[src/rover_first_fit_block_allocator_macros.svh]
// ----------------------------------------------------------------------------
// Assertion macros for the rover first-fit block allocator.
// RFFBA_ASSERT checks a property on clock, disabled while reset is high.
// RFFBA_ASSERT_NORST checks a property on clock at every edge.
// ----------------------------------------------------------------------------
`ifndef ROVER_FIRST_FIT_BLOCK_ALLOCATOR_MACROS_SVH
`define ROVER_FIRST_FIT_BLOCK_ALLOCATOR_MACROS_SVH
`ifndef SYNTHESIS
`define RFFBA_ASSERT(lbl, prop) \
   lbl: assert property (@(posedge clock) disable iff (reset) prop) \
      else $error("assertion failed");
`define RFFBA_ASSERT_NORST(lbl, prop) \
   lbl: assert property (@(posedge clock) prop) else $error("assertion failed");
`else
`define RFFBA_ASSERT(lbl, prop)
`define RFFBA_ASSERT_NORST(lbl, prop)
`endif
`endif

[src/rffba_pkg.sv]
// ----------------------------------------------------------------------------
// rffba_pkg
// Types, codes and constants shared by the allocator controller and datapath.
// ----------------------------------------------------------------------------
package rffba_pkg;

   localparam int MEM_WORDS_DEF = 16384;
   localparam int HEAP_BASE_DEF = 20;

   localparam int WORD_W     = 32;
   localparam int HALF_W     = 16;
   localparam int PTR_W      = 17;
   localparam int SIZE_W     = 14;
   localparam int CHUNK_W    = 14;
   localparam int TOP_W      = 15;
   localparam int OP_W       = 2;
   localparam int CSR_IDX_W  = 2;
   localparam int CSR_DATA_W = 15;

   localparam logic [HALF_W-1:0]  EMPTY_MARK = 16'hFFFF;
   localparam logic [HALF_W-1:0]  INIT_BLOCK = 16'd1000;
   localparam logic [CHUNK_W-1:0] GROW_RESET = 14'd1000;
   localparam logic [TOP_W-1:0]   TOP_RESET  = 15'd12288;

   typedef enum logic [OP_W-1:0] {
      OP_ALLOC    = 2'd0,
      OP_FREE     = 2'd1,
      OP_COALESCE = 2'd2,
      OP_NONE     = 2'd3
   } op_type;

   localparam logic [CSR_IDX_W-1:0] CSR_GROW_CHUNK = 2'd0;
   localparam logic [CSR_IDX_W-1:0] CSR_TOP_LIMIT  = 2'd1;

   typedef enum logic [5:0] {
      CMD_CLR, CMD_IDLE, CMD_FIN,
      CMD_FRD, CMD_FW0, CMD_FW1, CMD_FW2, CMD_FW3,
      CMD_ASTART, CMD_ARDP, CMD_AGOTP, CMD_ARDQ, CMD_AGOTQ,
      CMD_ARDQ1, CMD_AGOTQ1, CMD_AW1, CMD_AW2, CMD_ARDSZ, CMD_AGOTSZ,
      CMD_CARVE1, CMD_CARVE2, CMD_ARDP1, CMD_AGOTP1,
      CMD_EX1, CMD_EX2, CMD_EX3,
      CMD_GRD, CMD_GGOT, CMD_G2, CMD_G3, CMD_G4, CMD_G5
   } cmd_type;

   typedef struct packed {
      logic clr_done;
      logic out_free;
      logic mark_free;
      logic carve_fit;
      logic exact_fit;
      logic step_over;
      logic p_wrap;
      logic merge_only;
      logic grow_ok;
   } stat_type;

endpackage

[src/rffba_ctrl.sv]
// ----------------------------------------------------------------------------
// rffba_ctrl
// Sequencer for clear, free, allocate, coalesce and heap growth.
// ----------------------------------------------------------------------------
`include "rover_first_fit_block_allocator_macros.svh"
module rffba_ctrl
   import rffba_pkg::*;
(
   input  logic            clock,
   input  logic            reset,
   input  logic            req_valid,
   input  logic [OP_W-1:0] req_op,
   output logic            req_ready,
   input  stat_type        stat,
   output cmd_type         cmd
);

   localparam int ST_W = 32;

   typedef enum logic [ST_W-1:0] {
      S_CLR    = ST_W'(1) << 0,  S_IDLE   = ST_W'(1) << 1,  S_FIN    = ST_W'(1) << 2,
      S_FRD    = ST_W'(1) << 3,  S_FW0    = ST_W'(1) << 4,  S_FW1    = ST_W'(1) << 5,
      S_FW2    = ST_W'(1) << 6,  S_FW3    = ST_W'(1) << 7,  S_ASTART = ST_W'(1) << 8,
      S_ARDP   = ST_W'(1) << 9,  S_AGOTP  = ST_W'(1) << 10, S_ARDQ   = ST_W'(1) << 11,
      S_AGOTQ  = ST_W'(1) << 12, S_ARDQ1  = ST_W'(1) << 13, S_AGOTQ1 = ST_W'(1) << 14,
      S_AW1    = ST_W'(1) << 15, S_AW2    = ST_W'(1) << 16, S_ARDSZ  = ST_W'(1) << 17,
      S_AGOTSZ = ST_W'(1) << 18, S_CARVE1 = ST_W'(1) << 19, S_CARVE2 = ST_W'(1) << 20,
      S_ARDP1  = ST_W'(1) << 21, S_AGOTP1 = ST_W'(1) << 22, S_EX1    = ST_W'(1) << 23,
      S_EX2    = ST_W'(1) << 24, S_EX3    = ST_W'(1) << 25, S_GRD    = ST_W'(1) << 26,
      S_GGOT   = ST_W'(1) << 27, S_G2     = ST_W'(1) << 28, S_G3     = ST_W'(1) << 29,
      S_G4     = ST_W'(1) << 30, S_G5     = ST_W'(1) << 31
   } state_type;

   state_type state_ff, state_in;

   assign req_ready = (state_ff == S_IDLE);

   always_comb begin
      state_in = state_ff;
      cmd      = CMD_IDLE;
      unique case (state_ff)
         S_CLR: begin
            cmd = CMD_CLR;
            if (stat.clr_done) state_in = S_IDLE;
         end
         S_IDLE: begin
            cmd = CMD_IDLE;
            if (req_valid) begin
               unique case (op_type'(req_op))
                  OP_ALLOC, OP_COALESCE: state_in = S_ASTART;
                  OP_FREE:               state_in = S_FRD;
                  OP_NONE:               state_in = S_FIN;
               endcase
            end
         end
         S_FIN: begin
            cmd = CMD_FIN;
            if (stat.out_free) state_in = S_IDLE;
         end
         S_FRD:    begin cmd = CMD_FRD;    state_in = S_FW0;    end
         S_FW0:    begin cmd = CMD_FW0;    state_in = S_FW1;    end
         S_FW1:    begin cmd = CMD_FW1;    state_in = S_FW2;    end
         S_FW2:    begin cmd = CMD_FW2;    state_in = S_FW3;    end
         S_FW3:    begin cmd = CMD_FW3;    state_in = S_FIN;    end
         S_ASTART: begin cmd = CMD_ASTART; state_in = S_ARDP;   end
         S_ARDP:   begin cmd = CMD_ARDP;   state_in = S_AGOTP;  end
         S_AGOTP:  begin cmd = CMD_AGOTP;  state_in = S_ARDQ;   end
         S_ARDQ:   begin cmd = CMD_ARDQ;   state_in = S_AGOTQ;  end
         S_AGOTQ: begin
            cmd = CMD_AGOTQ;
            priority if (stat.mark_free) state_in = S_ARDQ1;
            else if (stat.carve_fit)     state_in = S_CARVE1;
            else                         state_in = S_ARDP1;
         end
         S_ARDQ1:  begin cmd = CMD_ARDQ1;  state_in = S_AGOTQ1; end
         S_AGOTQ1: begin
            cmd      = CMD_AGOTQ1;
            state_in = stat.step_over ? S_FIN : S_AW1;
         end
         S_AW1:    begin cmd = CMD_AW1;    state_in = S_AW2;    end
         S_AW2:    begin cmd = CMD_AW2;    state_in = S_ARDSZ;  end
         S_ARDSZ:  begin cmd = CMD_ARDSZ;  state_in = S_AGOTSZ; end
         S_AGOTSZ: begin cmd = CMD_AGOTSZ; state_in = S_ARDQ;   end
         S_CARVE1: begin cmd = CMD_CARVE1; state_in = S_CARVE2; end
         S_CARVE2: begin cmd = CMD_CARVE2; state_in = S_FIN;    end
         S_ARDP1:  begin cmd = CMD_ARDP1;  state_in = S_AGOTP1; end
         S_AGOTP1: begin
            cmd = CMD_AGOTP1;
            priority if (stat.exact_fit) state_in = S_EX1;
            else if (stat.step_over)     state_in = S_FIN;
            else if (!stat.p_wrap)       state_in = S_ARDP;
            else if (stat.merge_only)    state_in = S_FIN;
            else if (stat.grow_ok)       state_in = S_GRD;
            else                         state_in = S_FIN;
         end
         S_EX1:    begin cmd = CMD_EX1;    state_in = S_EX2;    end
         S_EX2:    begin cmd = CMD_EX2;    state_in = S_EX3;    end
         S_EX3:    begin cmd = CMD_EX3;    state_in = S_FIN;    end
         S_GRD:    begin cmd = CMD_GRD;    state_in = S_GGOT;   end
         S_GGOT:   begin cmd = CMD_GGOT;   state_in = S_G2;     end
         S_G2:     begin cmd = CMD_G2;     state_in = S_G3;     end
         S_G3:     begin cmd = CMD_G3;     state_in = S_G4;     end
         S_G4:     begin cmd = CMD_G4;     state_in = S_G5;     end
         S_G5:     begin cmd = CMD_G5;     state_in = S_ASTART; end
         default: begin
            cmd      = CMD_CLR;
            state_in = S_CLR;
         end
      endcase
   end

   always_ff @(posedge clock) begin
      if (reset) begin
         state_ff <= S_CLR;
      end else begin
         state_ff <= state_in;
      end
   end

   `RFFBA_ASSERT(a_accept_leaves_idle, req_valid && req_ready |=> state_ff != S_IDLE)
   `RFFBA_ASSERT(a_fin_holds, state_ff == S_FIN && !stat.out_free |=> state_ff == S_FIN)
   `RFFBA_ASSERT(a_clr_holds, state_ff == S_CLR && !stat.clr_done |=> state_ff == S_CLR)

endmodule

[config.mk]
export PLATFORM = sky130hd
export DESIGN_NAME = rffba_ctrl
export DESIGN_NICKNAME = d
export VERILOG_FILES = /design/src/rffba_pkg.sv /design/src/rffba_ctrl.sv
export VERILOG_INCLUDE_DIRS = /design/src /design/src/src
export SDC_FILE = /design/constraint.sdc
export NUM_CORES = 1
export LEC_CHECK = 0
export ABC_AREA = 1
export CORE_ASPECT_RATIO = 1.4
export CORE_UTILIZATION = 42
export CTS_CLUSTER_SIZE = 14
export DETAILED_ROUTE_END_ITERATION = 8
export DONT_BUFFER_PORTS = 1
export SYNTH_ARGS = -nofsm -noshare
export SYNTH_HDL_FRONTEND = slang
export SYNTH_SLANG_ARGS = --single-unit
[constraint.sdc]
create_clock -name clock -period 3.65 [get_ports clock]
set_clock_uncertainty 0.1 [all_clocks]
set_input_delay 0.73 -clock clock [delete_from_list [all_inputs] [get_ports clock]]
set_output_delay 0.73 -clock clock [all_outputs]
set_load 0.05 [all_outputs]
==> results of run 1 <==
## layout by cell type, fill, tap and decap left out, types with 2 or more instances in the layout
master / synthesis / final
a21oi_1: 4 / 4
buf_4: 1 / 2
clkbuf_8: 0 / 5
dfxtp_1: 32 / 32
inv_1: 46 / 46
nand2_1: 59 / 59
nand2_2: 5 / 5
nand2_4: 6 / 6
nand3_1: 30 / 30
nand3_2: 2 / 2
nand4_1: 4 / 4
nor2_1: 85 / 85
nor2_2: 25 / 25
nor2_4: 8 / 8
nor2_8: 4 / 4
nor3_1: 19 / 19
nor3b_1: 2 / 2
nor4_1: 7 / 7
o21ai_0: 3 / 3
## synthesized netlist by cell type (all sizes together)
| library cell | instances | share of area |
|---|---|---|
| and3 | 1 | 0.0028 |
| o21ai | 3 | 0.0066 |
| nand3b | 1 | 0.0033 |
| o211ai | 1 | 0.0033 |
| nor2 | 122 | 0.28 |
| dfxtp | 32 | 0.28 |
| nor3b | 2 | 0.0066 |
| inv | 46 | 0.076 |
| conb | 1 | 0.0017 |
| nand2 | 70 | 0.14 |
| a21oi | 6 | 0.020 |
| nand4 | 4 | 0.011 |
| clkbuf | 1 | 0.0017 |
| buf | 6 | 0.024 |
| nor3 | 19 | 0.042 |
| nand3 | 32 | 0.075 |
| nor4 | 7 | 0.019 |
## area by class of cell
type                       instances  share of cell area
tap                               66             0.03457
clock inverter                     1            0.002095
clock buffer                       6             0.03038
multi-input combinational        269              0.5862
inverter                          46             0.07229
sequential                        32              0.2682
timing repair buffer               2            0.006286
## metrics by stage
| stage | worst slack, ns | cell area, sq um |
|---|---|---|
| 6_report | 0.4342 | 2389 |
| 3_5_place_dp | 0.7523 | 2311 |
| 4_1_cts | 0.4482 | 2389 |
| 5_1_grt | 0.3052 | 2389 |
| 3_3_place_gp | 0.7665 | 2311 |
| 2_1_floorplan | 0.7844 | 2271 |
## power by group
group,switching [mW],internal [mW],total [mW]
registers,0.00920,0.362,0.371
logic,0.187,0.0658,0.253
clock network,0.126,0.129,0.255
total,0.322,0.557,0.879
## per-layer routing
| layer | vias up | routed length, um |
|---|---|---|
| met3 | 14 | 218 |
| met1 | 883 | 2205 |
| met5 | - | 0 |
| met2 | 47 | 2678 |
| li1 | 1107 | - |
| met4 | 0 | 122 |
## worst reg2reg max path, delay by kind of cell (launching register included)
| kind | cells | cell delay (ns) |
|---|---|---|
| buf+inv | 1 | 0.21 |
| flops | 1 | 0.36 |
| simple gates | 11 | 1.55 |
## final timing paths
check / end / slack, ns
max: cmd[4] / 0.43
min: state_ff[11]$_SDFFE_PP0P_ / 0.41
max reg2reg: state_ff[12]$_SDFFE_PP0P_ / 1.31
min reg2reg: state_ff[13]$_SDFFE_PP0P_ / 0.52
## kinds of logic after synthesis
logic type / after synthesis
buf+inv: 53
other cells: 1
compound gates: 10
flops: 32
simple gates: 258
==> run_results.csv, run 1 <==
group,metric,value,unit
run_status,status,"complete, no violations",
layout,largest_reg_flops,32,
worst_setup_path,startpoint,"state_ff[2]$_SDFFE_PP0P_",
timing,maxSlewHeadroom,0.5615,
worst_setup_path,cp-end-kind,"primary output",
placed_design,io_buffers,0,
global_routing,grt_pass1_wl,8.507,mm
synth,synth_top_family_by_area,"simple AND/OR/NAND/NOR gates",
synth,ys_seq_area_frac,0.2821,
floorplan,initial_utilization,0.4369,
global_routing,grt_pass1_vias,2000,
drt,drt_iter0_drc,78,
power_and_ir_drop,powerDensity,368.0,nW/um^2
timing,rsz0062_at_grt,"no",
global_routing,grtUsageMet2,0.3733,
cts,htree_levels,2,
global_routing,antenna_found_initial,0,
worst_setup_path,cp.required,2.82,ns
floorplan,io_pins,21,
global_routing,use_met3,0.03827,
synth,synth_warnings,0,
synth,ys_seq_elements,32,
cts,postCtsSetupBuffers,0,
power_and_ir_drop,ir_drop,0.2744,mV
global_routing,grtUsageTotal,0.1957,
synth,synthAdderAreaFrac,0,
drt,drc_errors,0,
global_routing,use_met1,0.2108,
synth,syn_avg_cell_area,6.415,sq um
layout,reg_top3,"state_ff (32)",
timing,finalSetupTns,0,ns
worst_setup_path,path_cells,"nor2_2, nand2_2, nor2_8, nand2_4, nor2_1, nor2_1, nand2_1, nor3_1, nand4_1",
timing,finalCriticalPeriod,3.216,ns
global_routing,grt-busiest-layer,"met2",
synth,synth_simple_gate_area_frac,0.5851,
timing,holdWs,0.4142,ns
worst_setup_path,startpoint_type,"flip-flop",
synth,synth-compound-area-share,0.02975,
timing,maxSlewViolCount,0,
floorplan,die_area,5709,sq um
layout,multi_input_area,1400,sq um
min_path,worstHoldStart,"reset",
drt,first_pass_iters,4,
timing,tightest_slew,0.6558,ns
layout,n_antenna_cell,0,
drt,routedWlPerCell,12.38,um
worst_setup_path,crit_family,"simple AND/OR/NAND/NOR gates",
layout,regArea,640.6,sq um
timing,period_share,0.8811,
cts,holdBufCountCts,0,
cts,clk_latency,0.28,ns
drt,via_count,2051,
layout,fin_cells,422,
placed_design,gp_congestion,0.9195,
power_and_ir_drop,p_leak,1.065,nW
timing,max_freq,0.3110,GHz
synth,synthMuxAreaShare,0,
cts,postCtsResizedCells,0,
drt,routed_wl,5.225,mm
worst_setup_path,critPathBufInv,0,
worst_setup_path,cp.depth,9,
worst_setup_path,slowest_delay,0.56,ns
synth,synth_cell_types,29,
layout,nFillCells,548,
min_path,hp-class,"primary input to flip-flop",
worst_setup_path,rr_startpoint,"state_ff[17]$_SDFFE_PP0P_",
cts,cts_inserted_buffers,5,
worst_setup_path,crit_top_cell,"nor2_1",
cts,clkTransAtPathRegs,0.06,ns
floorplan,coreArea,5197,sq um
layout,synthToLayoutAreaGrowth,5.179,%
min_path,hold-path-cell-count,1,
layout,post-route-util,0.4596,
worst_setup_path,cp_slowest_cell,"nand4_1",
worst_setup_path,cp.arrival,2.39,ns
cts,cts_tree,"done",
placed_design,placed_cells,415,
floorplan,rows,31,
worst_setup_path,crit_type,"flip-flop to primary output",
layout,largest_register,"state_ff",
global_routing,grt_start_max_net_pins,26,
global_routing,grt-ovfl-total,0,
cts,cts_root_buf,"clkbuf_8",
synth,syn_nets,368,
cts,clockBufferDepth,2,
timing,finalSetupViolCount,0,
drt,vias_per_cell,4.860,
drt,drtAntennaViolNets,0,
worst_setup_path,critPathMaxFanout,16,
timing,hold_violations,0,
synth,synthXorXnorAreaFrac,0,
worst_setup_path,worst-r2r-cell-count,12,
layout,drive_gt1_frac,0.1685,
floorplan,die_w,64.15,um
cts,cts.sinks,32,
synth,syn-cell-area,2271,sq um
placed_design,dpl.hpwl,4.286,mm
power_and_ir_drop,power,0.8789,mW
layout,num-nets-final,370,
run,maxCapViolCount,0,
floorplan,fp.dieH,89.01,um
synth,synth_cells,354,
No activity file was read; power rests on OpenSTA's default activity.
==> inputs of run 2 (changes only) <==
--- a/config.mk
+++ b/config.mk
@@ -7,11 +7,14 @@
 export NUM_CORES = 1
 export LEC_CHECK = 0
 export ABC_AREA = 1
+export CELL_PAD_IN_SITES_DETAIL_PLACEMENT = 1
+export CELL_PAD_IN_SITES_GLOBAL_PLACEMENT = 2
 export CORE_ASPECT_RATIO = 1.4
-export CORE_UTILIZATION = 42
+export CORE_UTILIZATION = 37
 export CTS_CLUSTER_SIZE = 14
 export DETAILED_ROUTE_END_ITERATION = 8
 export DONT_BUFFER_PORTS = 1
+export PLACE_DENSITY_LB_ADDON = 0.1
 export SYNTH_ARGS = -nofsm -noshare
 export SYNTH_HDL_FRONTEND = slang
 export SYNTH_SLANG_ARGS = --single-unit
==> run 2 against run 1 <==
First-iteration DRC count shrank 10%. Core utilization shrank 4.7 points. Critical path depth unchanged. Critical path type unchanged. Critical endpoint unchanged. Highest routed layer unchanged.
==> run_results.csv, run 2 (synthesis results as in run 1) <==
group,metric,value,unit
global_routing,grt_pass1_wl,10.23,mm
drt,vias_per_cell,5.023,
drt,first_pass_iters,4,
worst_setup_path,cp-end-kind,"primary output",
layout,final_cell_mix,"85 x nor2_1, 59 x nand2_1, 46 x inv_1",
layout,num-nets-final,371,
power_and_ir_drop,combPwrFrac,0.266,
power_and_ir_drop,p_int,0.6294,mW
floorplan,die_w,68.21,um
layout,largest_reg_flops,32,
layout,nFillCells,816,
floorplan,fp.dieH,94.70,um
timing,maxSlewHeadroom,0.5500,
global_routing,grtUsageTotal,0.2185,
placed_design,io_buffers,0,
run_status,status,"complete, no violations",
layout,post-route-util,0.4124,
global_routing,grt_start_max_net_pins,26,
layout,reg_top3,"state_ff (32)",
power_and_ir_drop,p_sw,0.3498,mW
cts,postCtsResizedCells,0,
worst_setup_path,crit_type,"flip-flop to primary output",
timing,finalSetupViolCount,0,
cts,cts_root_buf,"clkbuf_8",
placed_design,dpl.hpwl,5.225,mm
layout,drive_gt1_frac,0.1760,
placed_design,placed_cell_area,2323,sq um
power_and_ir_drop,p_leak,1.084,nW
layout,largest_register,"state_ff",
floorplan,coreArea,5904,sq um
drt,routed_wl,6.157,mm
cts,clockBufferDepth,2,
cts,clkTransAtPathRegs,0.08,ns
cts,cts.sinks,32,
timing,holdWs,0.3985,ns
global_routing,grt_pass1_vias,2217,
timing,rsz0062_at_grt,"no",
placed_design,gp_congestion,0.8505,
power_and_ir_drop,switching_share,0.3572,
timing,finalCriticalPeriod,3.283,ns
worst_setup_path,startpoint_type,"flip-flop",
cts,postCtsSetupBuffers,0,
cts,holdBufCountCts,0,
power_and_ir_drop,clkPwrFrac,0.355,
drt,drtAntennaViolNets,0,
min_path,hp-class,"primary input to flip-flop",
worst_setup_path,cp.arrival,2.45,ns
power_and_ir_drop,power,0.9792,mW
timing,finalSetupTns,0,ns
cts,htree_levels,2,
power_and_ir_drop,power_frac_seq,0.379,
floorplan,io_pins,21,
timing,period_share,0.8994,
timing,tightest_slew,0.6730,ns
worst_setup_path,critPathMaxFanout,16,
drt,routedWlPerCell,14.39,um
cts,cts_tree,"done",
cts,cts_inserted_buffers,5,
drt,drt_iter0_drc,70,
power_and_ir_drop,powerDensity,402.2,nW/um^2
layout,synthToLayoutAreaGrowth,7.218,%
global_routing,antenna_found_initial,0,
power_and_ir_drop,ir_drop,0.3000,mV
layout,design_area,2435,sq um
worst_setup_path,cp.required,2.82,ns
layout,n_antenna_cell,0,
timing,maxSlewViolCount,0,
run,maxCapViolCount,0,
cts,clk_latency,0.30,ns
timing,max_freq,0.3046,GHz
layout,final_common_cell,"nor2_1",
drt,drc_errors,0,
floorplan,initial_utilization,0.3846,
floorplan,die_area,6459,sq um
floorplan,rows,33,
global_routing,grt-ovfl-total,0,
drt,via_count,2150,
timing,hold_violations,0,
## run 2: cell type report
type | instances | area [sq um] | share of cell area
Sequential cell | 32 | 640.6 | 0.2631
Clock buffer | 5 | 68.82 | 0.02826
Timing Repair Buffer | 3 | 22.52 | 0.009250
Multi-Input combinational cell | 269 | 1400 | 0.5750
Tap cell | 70 | 87.58 | 0.03597
Inverter | 46 | 172.7 | 0.07091
Clock inverter | 3 | 42.54 | 0.01747
## run 2: power groups by stage
stage	logic, mW	clock network [mW]	registers [mW]
after floorplan	0.231	0	0.377
after global placement	0.266	0	0.378
after detailed placement	0.267	0	0.379
after CTS	0.267	0.358	0.371
after global routing	0.292	0.378	0.372
final	0.260	0.348	0.371
## run 2: path summary, 6_finish.rpt
kind / startpoint / endpoint / slack [ns] / cells after the start
setup / recovery: state_ff[2]$_SDFFE_PP0P_ / cmd[4] / 0.37 / 9
hold / removal: stat[5] / state_ff[21]$_SDFFE_PP0P_ / 0.40 / 1
setup reg to reg: state_ff[17]$_SDFFE_PP0P_ / state_ff[31]$_SDFFE_PP0P_ / 1.26 / 12
hold reg to reg: state_ff[14]$_SDFFE_PP0P_ / state_ff[15]$_SDFFE_PP0P_ / 0.52 / 4
## run 2: per-stage QoR
stage               worst slack, ns  std cells
finish                       0.3672        428
global route                 0.1581        428
CTS                          0.3567        428
detailed placement           0.6843        420
global placement             0.7251        420
floorplan                    0.7844        354
## run 2: per-layer routing
layer	GRT usage	wire length (um)	up-vias
met4	0.09549	167	0
met5	0	0	-
li1	-	-	1113
met2	0.3946	3316	25
met1	0.2387	2557	1001
met3	0.03986	116	11
## run 2: worst max-delay path, cell delays in order, from the launching register on
cell and delay [ns]:
dfxtp_1 0.37, nor2_2 0.08, nand2_2 0.15, nor2_8 0.07, nand2_4 0.21, nor2_1 0.12
nor2_1 0.23, nand2_1 0.09, nor3_1 0.23, nand4_1 0.59
==> inputs of run 3 (changes only) <==
--- a/config.mk
+++ b/config.mk
@@ -14,6 +14,7 @@
 export CTS_CLUSTER_SIZE = 14
 export DETAILED_ROUTE_END_ITERATION = 8
 export DONT_BUFFER_PORTS = 1
+export MAX_ROUTING_LAYER = met4
 export PLACE_DENSITY_LB_ADDON = 0.1
 export SYNTH_ARGS = -nofsm -noshare
 export SYNTH_HDL_FRONTEND = slang
==> run 3 against run 2 <==
Worst hold slack lost 0.00070 ns. First-iteration DRC count is 4.3% lower. Final area did not move. Register-to-register slack is essentially flat. Final cell count unchanged. Setup slack got worse by 0.0015 ns. Total power is essentially flat. Sequential cell count stayed put. Critical path depth unchanged. Global-route usage is 0.61 points higher. Via count grew 0.14%. Die area unchanged. Critical endpoint unchanged. Highest routed layer unchanged.
==> run_results.csv, run 3 (synthesis results as in run 1) <==
group,metric,value,unit
global_routing,grt-ovfl-total,0,
power_and_ir_drop,p_sw,0.3504,mW
cts,holdBufCountCts,0,
placed_design,placed_cell_area,2323,sq um
layout,design_area,2435,sq um
worst_setup_path,crit_type,"flip-flop to primary output",
drt,wl_met3,120,um
timing,maxSlewHeadroom,0.5500,
placed_design,gp_congestion,0.8640,
drt,first_pass_iters,4,
run,maxCapViolCount,0,
power_and_ir_drop,combPwrFrac,0.266,
timing,finalSetupTns,0,ns
cts,postCtsResizedCells,0,
power_and_ir_drop,powerDensity,402.4,nW/um^2
cts,clk_latency,0.30,ns
cts,cts_inserted_buffers,5,
power_and_ir_drop,switching_share,0.3576,
worst_setup_path,path_cells,"nor2_2, nand2_2, nor2_8, nand2_4, nor2_1, nor2_1, nand2_1, nor3_1, nand4_1",
layout,largest_register,"state_ff",
drt,drt_iter0_drc,67,
floorplan,io_pins,21,
cts,postCtsSetupBuffers,0,
worst_setup_path,startpoint_type,"flip-flop",
layout,final_cell_mix,"85 x nor2_1, 59 x nand2_1, 46 x inv_1",
floorplan,rows,33,
layout,num-nets-final,371,
power_and_ir_drop,p_int,0.6294,mW
global_routing,grt_start_max_net_pins,26,
floorplan,coreArea,5904,sq um
worst_setup_path,critPathBufInv,0,
global_routing,grtUsageTotal,0.2246,
cts,clockBufferDepth,2,
floorplan,die_area,6459,sq um
layout,largest_reg_flops,32,
placed_design,dpl.hpwl,5.225,mm
timing,period_share,0.8998,
worst_setup_path,crit_family,"simple AND/OR/NAND/NOR gates",
run_status,status,"complete, no violations",
cts,htree_levels,2,
timing,hold_violations,0,
worst_setup_path,cp-end-kind,"primary output",
layout,drive_gt1_frac,0.1760,
power_and_ir_drop,power,0.9799,mW
drt,via_count,2153,
power_and_ir_drop,ir_drop,0.3005,mV
layout,synthToLayoutAreaGrowth,7.218,%
drt,drtAntennaViolNets,0,
floorplan,initial_utilization,0.3846,
drt,drc_errors,0,
cts,cts_tree,"done",
layout,multi_input_area,1400,sq um
drt,wl_met2,3.321,mm
worst_setup_path,slowest_delay,0.59,ns
cts,cts.sinks,32,
worst_setup_path,critPathMaxFanout,16,
layout,nFillCells,816,
power_and_ir_drop,p_leak,1.084,nW
global_routing,antenna_found_initial,0,
layout,fin_cells,428,
drt,top_layer,"met4",
power_and_ir_drop,power_frac_seq,0.379,
drt,vias_per_cell,5.030,
placed_design,placed_cells,420,
drt,met1Wirelength,2.571,mm
power_and_ir_drop,clkPwrFrac,0.355,
cts,clkTransAtPathRegs,0.08,ns
timing,rsz0062_at_grt,"no",
layout,final_common_cell,"nor2_1",
global_routing,grt_pass1_wl,10.22,mm
timing,max_freq,0.3045,GHz
timing,tightest_slew,0.6730,ns
floorplan,fp.dieH,94.70,um
drt,routedWlPerCell,14.44,um
layout,n_antenna_cell,0,
worst_setup_path,cp.required,2.82,ns
worst_setup_path,cp_slowest_cell,"nand4_1",
worst_setup_path,crit_top_cell,"nor2_1",
timing,maxSlewViolCount,0,
layout,reg_top3,"state_ff (32)",
min_path,hp-class,"primary input to flip-flop",
placed_design,io_buffers,0,
floorplan,die_w,68.21,um
timing,finalSetupViolCount,0,
worst_setup_path,cp.arrival,2.45,ns
timing,finalCriticalPeriod,3.284,ns
layout,regArea,640.6,sq um
cts,cts_root_buf,"clkbuf_8",
global_routing,grt_pass1_vias,2217,
drt,routed_wl,6.180,mm
## run 3: cell counts in the layout (fill, tap and decap cells not counted)
Identical to the previous run, type by type.
## run 3: power groups by stage
| stage | Combinational (mW) | Clock (mW) | Sequential (mW) |
|---|---|---|---|
| 2_1_floorplan | 0.231 | 0 | 0.377 |
| 3_5_place_dp | 0.267 | 0 | 0.379 |
| 3_3_place_gp | 0.266 | 0 | 0.378 |
| 4_1_cts | 0.267 | 0.358 | 0.371 |
| 6_report | 0.261 | 0.348 | 0.371 |
| 5_1_grt | 0.292 | 0.377 | 0.372 |
## run 3: worst reg2reg max path: cells and delay by family, from the launching register on
kind	cells	cell delay, ns
and+or+nand+nor	11	1.60
DFF	1	0.37
buffers and inverters	1	0.21
## run 3: per-stage QoR
| step | worst slack (ns) | utilization | hold WS (ns) |
|---|---|---|---|
| 2_1_floorplan | 0.7844 | - | 0.4498 |
| 3_3_place_gp | 0.7251 | 0.3935 | 0.5109 |
| 3_5_place_dp | 0.6843 | 0.3935 | 0.5184 |
| 4_1_cts | 0.3567 | 0.4124 | 0.3908 |
| 5_1_grt | 0.1603 | 0.4124 | 0.3834 |
| 6_report | 0.3657 | 0.4124 | 0.3978 |
## run 3: area by class of cell
| type | instances | area share |
|---|---|---|
| well taps | 70 | 0.03597 |
| flip-flops and latches | 32 | 0.2631 |
| multi-input cells | 269 | 0.5750 |
| repair buffers | 3 | 0.009250 |
| inverters | 46 | 0.07091 |
| clock buffers | 5 | 0.02826 |
| clock inverters | 3 | 0.01747 |
## run 3: path summary, 6_finish.rpt
check	slack, ns	cells past startpoint	end	startpoint
min reg2reg	0.52	4	state_ff[15]$_SDFFE_PP0P_	state_ff[14]$_SDFFE_PP0P_
max	0.37	9	cmd[4]	state_ff[2]$_SDFFE_PP0P_
min	0.40	1	state_ff[21]$_SDFFE_PP0P_	stat[5]
max reg2reg	1.25	12	state_ff[31]$_SDFFE_PP0P_	state_ff[17]$_SDFFE_PP0P_
## run 3: metal layers
| layer | up-vias | global-route usage |
|---|---|---|
| met3 | 11 | 0.03986 |
| met5 | - | - |
| met4 | 0 | 0.09549 |
| met2 | 23 | 0.3946 |
| li1 | 1112 | - |
| met1 | 1007 | 0.2387 |
